--- src/rtl/core/gps_pkg.sv ---
// Package for the grid peak suppression unit: field widths, register
// indexes, default sizes and the clamped squaring helper used by the top level.
// Depends on nothing.
package gps_pkg;

    localparam int COORD_W  = 12;
    localparam int INDEX_W  = 20;
    localparam int CFG_W    = 9;
    localparam int CFG_IDX_W = 2;

    localparam int S_TDATA_W = 48;
    localparam int M_TDATA_W = 24;

    localparam int CELL_SUM_W = COORD_W + 1;

    localparam int DEF_GRID_SIDE        = 256;
    localparam int DEF_SUBCELL_BITS     = 4;
    localparam int DEF_MAX_RADIUS_CELLS = 16;

    localparam logic [CFG_IDX_W-1:0] REG_RADIUS      = 2'd0;
    localparam logic [CFG_IDX_W-1:0] REG_GRID_WIDTH  = 2'd1;
    localparam logic [CFG_IDX_W-1:0] REG_GRID_HEIGHT = 2'd2;

    localparam logic [CFG_W-1:0] RADIUS_RESET      = 9'd160;
    localparam logic [CFG_W-1:0] GRID_WIDTH_RESET  = 9'd256;
    localparam logic [CFG_W-1:0] GRID_HEIGHT_RESET = 9'd256;

    // Offsets are compared in doubled units; the radius never exceeds 511, so
    // any offset of 1023 or more already lies outside every disc.
    localparam int MAG_W = CFG_W + 1;
    localparam logic [MAG_W-1:0] MAG_MAX = {MAG_W{1'b1}};
    localparam int SQ_W = 2 * MAG_W;

    function automatic logic [SQ_W-1:0] sq_clamp(input logic signed [31:0] d);
        logic [31:0]      mag;
        logic [MAG_W-1:0] m;
        mag = d[31] ? 32'(-d) : 32'(d);
        m   = (mag > 32'(MAG_MAX)) ? MAG_MAX : mag[MAG_W-1:0];
        return m * m;
    endfunction

endpackage

--- src/rtl/core/gps_disc_lanes.sv ---
// Column lanes of the suppression disc: holds the squared column offsets of
// the window and turns a row offset into the mark mask of one map row.
// Depends on gps_pkg.
module gps_disc_lanes #(
    parameter int GRID_SIDE        = gps_pkg::DEF_GRID_SIDE,
    parameter int MAX_RADIUS_CELLS = gps_pkg::DEF_MAX_RADIUS_CELLS
) (
    input  logic                              aclk,
    input  logic                              push,
    input  logic [gps_pkg::SQ_W-1:0]          push_sq,
    input  logic                              push_ok,
    input  logic [gps_pkg::SQ_W-1:0]          dysq,
    input  logic [gps_pkg::SQ_W-1:0]          lim,
    input  logic [$clog2(GRID_SIDE)-1:0]      cx,
    output logic [GRID_SIDE-1:0]              row_mask
);
    import gps_pkg::*;

    localparam int NL     = 2 * MAX_RADIUS_CELLS + 1;
    localparam int WIDE_W = GRID_SIDE + NL;

    logic [SQ_W-1:0] lane_sq_reg [NL];
    logic [NL-1:0]   lane_ok_reg;
    logic [NL-1:0]   hit;
    logic [WIDE_W-1:0] wide;

    always_ff @(posedge aclk) begin
        if (push) begin
            for (int i = 0; i < NL - 1; i++) begin
                lane_sq_reg[i] <= lane_sq_reg[i+1];
            end
            lane_sq_reg[NL-1] <= push_sq;
            lane_ok_reg       <= {push_ok, lane_ok_reg[NL-1:1]};
        end
    end

    always_comb begin
        for (int k = 0; k < NL; k++) begin
            hit[k] = lane_ok_reg[k] &&
                     (({1'b0, lane_sq_reg[k]} + {1'b0, dysq}) < {1'b0, lim});
        end
        wide     = WIDE_W'(hit) << cx;
        row_mask = wide[MAX_RADIUS_CELLS +: GRID_SIDE];
    end

endmodule

--- config.mk ---
export PLATFORM = sky130hd
export DESIGN_NAME = gps_disc_lanes
export DESIGN_NICKNAME = d
export VERILOG_FILES = /design/src/rtl/core/gps_pkg.sv /design/src/rtl/core/gps_disc_lanes.sv
export SDC_FILE = /design/constraint.sdc
export NUM_CORES = 2
export LEC_CHECK = 0
export ABC_CLOCK_PERIOD_IN_PS = 25600
export BUFFER_PORTS_ARGS = -buffer_cell sky130_fd_sc_hd__buf_2
export CORE_MARGIN = 4
export CORE_UTILIZATION = 55
export CTS_BUF_LIST = sky130_fd_sc_hd__clkbuf_4 sky130_fd_sc_hd__clkbuf_8
export CTS_CLUSTER_SIZE = 28
export DETAILED_ROUTE_END_ITERATION = 8
export PLACE_DENSITY = 0.79
export SYNTH_ARGS = -nofsm -noshare
export SYNTH_HDL_FRONTEND = slang
export SYNTH_SLANG_ARGS = --single-unit
--- constraint.sdc ---
create_clock -name aclk -period 25.6 [get_ports aclk]
set_input_delay 5.12 -clock aclk [delete_from_list [all_inputs] [get_ports aclk]]
set_output_delay 5.12 -clock aclk [all_outputs]
set_load 0.005 [all_outputs]
Word level (Yosys, flattened, before mapping)
Memories as Yosys holds them, arrays and structs flattened.
Index checks and enable logic that the tools add are counted.
W data, S select, Z words.
{ "classes": {"addsub": 33, "magnitude_cmp": 33, "shifts": 1, "n_mux": 2, "n_reduce_logical": 33} }
{ "ops": {"columns": ["cell", "count"], "rows": [
  ["$add A20 B20 Y21", 33],
  ["$lt A21 B20 Y1", 33],
  ["$shl A33 B8 Y272", 1],
  ["$logic_and A1 B1 Y1", 33],
  ["$mux W1", 2]
]} }
{ "totals": {"regBits": 33, "ramBits": 660, "input_bits": 71, "output_inout_bits": 256, "wordCells": 104, "mem_count": 1} }
{ "memory_table": {"columns": ["memory", "words", "word_bits", "rd", "rd_clocked_by_memory_dff", "write_ports", "line", "source"], "rows": [
  ["lane_sq_reg", 33, 20, 33, 0, 33, "gps_disc_lanes.sv:22", "logic [SQ_W-1:0] lane_sq_reg [NL];"]
]} }

Depth between registers and ports, before layout
{ "depth": {"ltp_word": 4, "depth_mapped": 27, "depth_no_buf": 26} }

Worst setup path after synthesis
OpenSTA, ideal clock, no wires.
{ "synth_path": {"kind": "in2out", "startpoint": "in dysq[1] in the netlist's numbering", "endpoint": "out row_mask[112]", "arrival_time_ns": 11.280, "t_required_ns": 20.480, "slack_ns": 9.200, "stages": 25, "path_cell_list": "inv_1 fa_1 nand2b_1 a21oi_1 o21ai_0 o21ai_1 o21a_1 o21a_1 o21a_1 o21a_1 o21a_1 nor2_1 xnor2_1 ha_1 a21o_1 a2111oi_0 nor2_1 a2111oi_1 a21oi_1 mux2i_1 mux2i_1 a211o_1 buf_2 mux2_2 o22ai_1"} }
{ "synth_via": {"elab_chain_len": 4} }
{ "synth_lines": {"columns": ["item", "line", "source"], "rows": [
  ["from (decl)", "gps_disc_lanes.sv:12", "input logic [gps_pkg::SQ_W-1:0] dysq,"],
  ["$add A20 B20 Y21", "gps_disc_lanes.sv:40", "(({1'b0, lane_sq_reg[k]} + {1'b0, dysq}) < {1'b0, lim});"],
  ["$lt A21 B20 Y1", "gps_disc_lanes.sv:40", null],
  ["$logic_and A1 B1 Y1", "gps_disc_lanes.sv:39", "hit[k] = lane_ok_reg[k] &&"],
  ["$shl A33 B8 Y272 *", "gps_disc_lanes.sv:42", "wide = WIDE_W'(hit) << cx;"],
  ["to (decl)", "gps_disc_lanes.sv:15", "output logic [GRID_SIDE-1:0] row_mask"]
]} }
Mark *: on every way between the ends. The rest lies on a longest branch, timed or not.

Worst setup path in the final report
{ "layout_path": {"startpoint": "in dysq[0] in the netlist's numbering", "endpoint": "out row_mask[112]"} }
The elaborated chain is that of the path after synthesis.

==> run_results.csv <==
group,metric,value,unit
global_routing,grt-ovfl-total,0,
clocking,clk_pin_slew,0.07,ns
detailed_routing,wl,243000,µm
floorplan,die_x,359,µm
pwr,power.leakage,32.2,nW
timing,setup_viol,0,
pwr,p_comb_frac,0.399,
worst_setup_path,critPathLaunchType,"primary input",
finish,stdcell_count,9213,
timing,max_slew.worst_pin.slew,1.43,ns
worst_setup_path,crit_path_end_kind,"primary output",
placement,place_area,71800,µm²
detailed_routing,num_vias,61900,
timing,setup_tns,0,ns
clocking,cts_max_level,4,
global_routing,antenna_found_initial,13,
detailed_routing,viasPerCell,6.72,
worst_setup_path,cp.required,20.48,ns
detailed_routing,wl_per_cell,26.3,µm
worst_setup_path,rrSetupSlack,24.79,ns
timing,whs,0.419,ns
global_routing,grt_usage,0.363,
floorplan,coreArea,122000,µm²
yosys,syn-instance-count,7035,
min_path,worstHoldPathCells,0,
worst_setup_path,reg2reg_depth,0,
placement,place_ws,7.11,ns
clocking,cts_tree,"done",
pwr,p_int,2.59,mW
timing,slew_headroom,0.0431,
min_path,hold_path_class,"reg2reg",
timing,finalCriticalPeriod,19.02,ns
placement,globalplace.congestion,1.02,
min_path,hold_path_end,"lane_sq_reg[0][135]",
clocking,root_buffer,"clkbuf_8",
worst_setup_path,arrival,13.90,ns
finish,largest_register_ffs,660,
yosys,ys.flop_type,"edfxtp_1",
floorplan,rows,128,
detailed_routing,firstDrtPassIters,9,
clocking,clk_path_buf_depth,3,
clocking,cts_resized,0,
yosys,async_flop_share,0,
global_routing,grt_pass1_vias,61000,
pwr,swShare,0.379,
floorplan,num_io_pins,327,
yosys,netlist_area,67800,µm²
worst_setup_path,rr_endpoint,"lane_sq_reg[0][503]",
global_routing,grt_first_pass_wirelength,362000,µm
timing,clock_skew,0.0601,ns
pwr,power.clock.fraction,0.271,
floorplan,die_h,359,µm
placement,post-place-cells,8979,
timing,final.setup.worst_slack,6.58,ns
global_routing,grt_max_degree,170,
pwr,peakVddDrop,0.0530,mV
worst_setup_path,path_max_fanout,25,
yosys,ys_seq_elements,693,
finish,nets,8880,
finish,drive_above_1_share,0.0959,
outcome,status,"completed",
timing,maxSlewViolCount,0,
detailed_routing,drc_errors,0,
finish,finalCoreUtilization,0.609,
pwr,seq_power_share,0.330,
clocking,hold_buffers,0,
yosys,syn_nets,8426,
clocking,clkSinkCount,693,
finish,final_area,74400,µm²
floorplan,dieArea,129000,µm²
yosys,yosysSeqAreaShare,0.307,
placement,dp_hpwl,179000,µm
timing,hold_violations,0,
placement,port_buffers,326,
yosys,synth_edf_count,693,
clocking,clk-insertion-delay-late,0.89,ns
yosys,synth_cell_types,96,
yosys,yosys_warnings,0,
detailed_routing,initialDrtViolationCount,6413,
timing,grt_setup_unrepaired,"false",
worst_setup_path,r2r-start,"lane_sq_reg[0][523]",
timing,fmax,52.6,MHz
detailed_routing,ant_nets,0,
floorplan,start_util,0.556,
finish,syn_to_final_growth,9.69,%
pwr,p_per_area,56.1,nW/µm²
min_path,hp-start,"lane_sq_reg[0][155]",
worst_setup_path,critical_path_class,"in2out",
clocking,cts_setup_buffers,0,
timing,fin_crit_sh,0.743,
yosys,syn_area_per_cell,9.64,µm²
clocking,cts_made_buffers,133,
job,max_cap_viol_count,0,
finish,fillCellCount,10100,
pwr,switchingPower,1.58,mW
pwr,finalPower,4.17,mW
synth_stat cells (all sizes together) (24+ instances only):
cell type	count	share of area
ha	1287	0.24
edfxtp	693	0.31
a21oi	644	0.048
nor2	543	0.030
xnor2	441	0.057
nand2	427	0.024
o21ai	418	0.031
inv	288	0.016
a21o	233	0.026
nand3	156	0.012
nand2b	128	0.012
nor3	118	0.0087
xor2	108	0.014
a211oi	105	0.012
o21a	102	0.011
nor2b	91	0.0084
o211ai	80	0.0089
o21bai	80	0.0089
clkbuf	74	0.0041
o22ai	74	0.0068
nand4	70	0.0065
and3	66	0.0061
o221ai	58	0.0075
a31oi	55	0.0051
and2	45	0.0042
or2	37	0.0034
or3	35	0.0033
fa	33	0.0097
a22oi	30	0.0033
a2111oi	28	0.0038
o2111ai	28	0.0036
mux2i	25	0.0038
a211o	24	0.0031
area by class of cell:
cell class                 instances  area (µm²)  area share
antenna                            5        12.5    0.000168
clock buffer                     164        2090      0.0281
clock inverter                    65         494     0.00665
inverter                         290        1090      0.0146
multi-input combinational       5962       45600       0.613
sequential                       693       20800       0.280
tap                             1625        2030      0.0273
timing repair buffer             409        2290      0.0308
worst max-delay path, cell delays in order:
cell and delay (ns):
buf_2 0.33, buf_4 0.49, ha_1 0.25, inv_1 0.06
fa_1 0.39, nand2b_1 0.19, a21oi_1 0.22, o21ai_0 0.24
o21ai_1 0.63, a21oi_1 0.11, ha_1 0.33, a21oi_1 0.33
o21ai_0 0.44, a311oi_1 0.96, o21ai_0 0.30, a2111oi_1 0.93
a21oi_1 0.21, mux2i_1 0.55, mux2i_1 0.24, a211o_1 0.56
mux2_2 0.39, o22ai_1 0.38, buf_2 0.20
logic make-up (layout without fill, tap and decap cells):
group                      after synthesis  count (layout)  share of synthesized area
muxes                                   53              53                    0.00984
AOI/OAI and AO/OA                     2238            2238                      0.216
buffers and inverters                  380             928                     0.0213
adders and majority gates             1320            1320                      0.247
other                                    0               5                          0
xor gates and xnor gates               549             549                     0.0709
and+or+nand+nor                       1802            1802                      0.128
DFF                                    693             693                      0.307
layout by cell type (no fill, tap or decap), types with 27 or more instances in the layout:
master,Yosys,layout
a211oi_1,105,105
a21o_1,233,233
a21oi_1,644,644
a22oi_1,30,30
a31oi_1,55,55
and2_1,42,42
and3_1,66,66
buf_2,5,325
buf_4,0,81
clkbuf_4,0,27
clkbuf_8,0,137
clkinv_1,2,37
edfxtp_1,693,693
fa_1,33,33
ha_1,1287,1287
inv_1,287,282
nand2_1,427,427
nand2b_1,128,128
nand3_1,156,156
nand4_1,70,70
nor2_1,543,541
nor2b_1,91,91
nor3_1,118,118
o2111ai_1,28,28
o211ai_1,79,79
o21a_1,102,102
o21ai_0,405,405
o21bai_1,80,80
o221ai_1,58,58
o22ai_1,74,74
or2_2,37,37
or3_1,34,34
xnor2_1,441,441
xor2_1,108,108
metal layers:
metal	part of all wire	track usage	up-vias
met5	0.00032	0	-
met4	0.070	0.221	10
met3	0.11	0.0827	901
met2	0.45	0.583	3557
met1	0.38	0.444	29500
li1	-	-	28000
how the worst max path moves through the flow:
stage	startpoint	end	slack, ns
floorplan	dysq[1]	row_mask[112]	9.20
global placement	dysq[0]	row_mask[112]	7.33
detailed placement	dysq[0]	row_mask[112]	7.11
CTS	dysq[0]	row_mask[112]	7.09
global route	dysq[0]	row_mask[112]	6.43
finish	dysq[0]	row_mask[112]	6.58
power by group through the flow:
| stage | clock network (mW) | logic (mW) | registers (mW) |
|---|---|---|---|
| after floorplan | 0 | 1.14 | 1.37 |
| after global placement | 0 | 1.55 | 1.39 |
| after detailed placement | 0 | 1.62 | 1.40 |
| after CTS | 1.14 | 1.63 | 1.37 |
| after global routing | 1.19 | 1.83 | 1.38 |
| final | 1.13 | 1.67 | 1.38 |
Power figures use the tool's default switching activity.
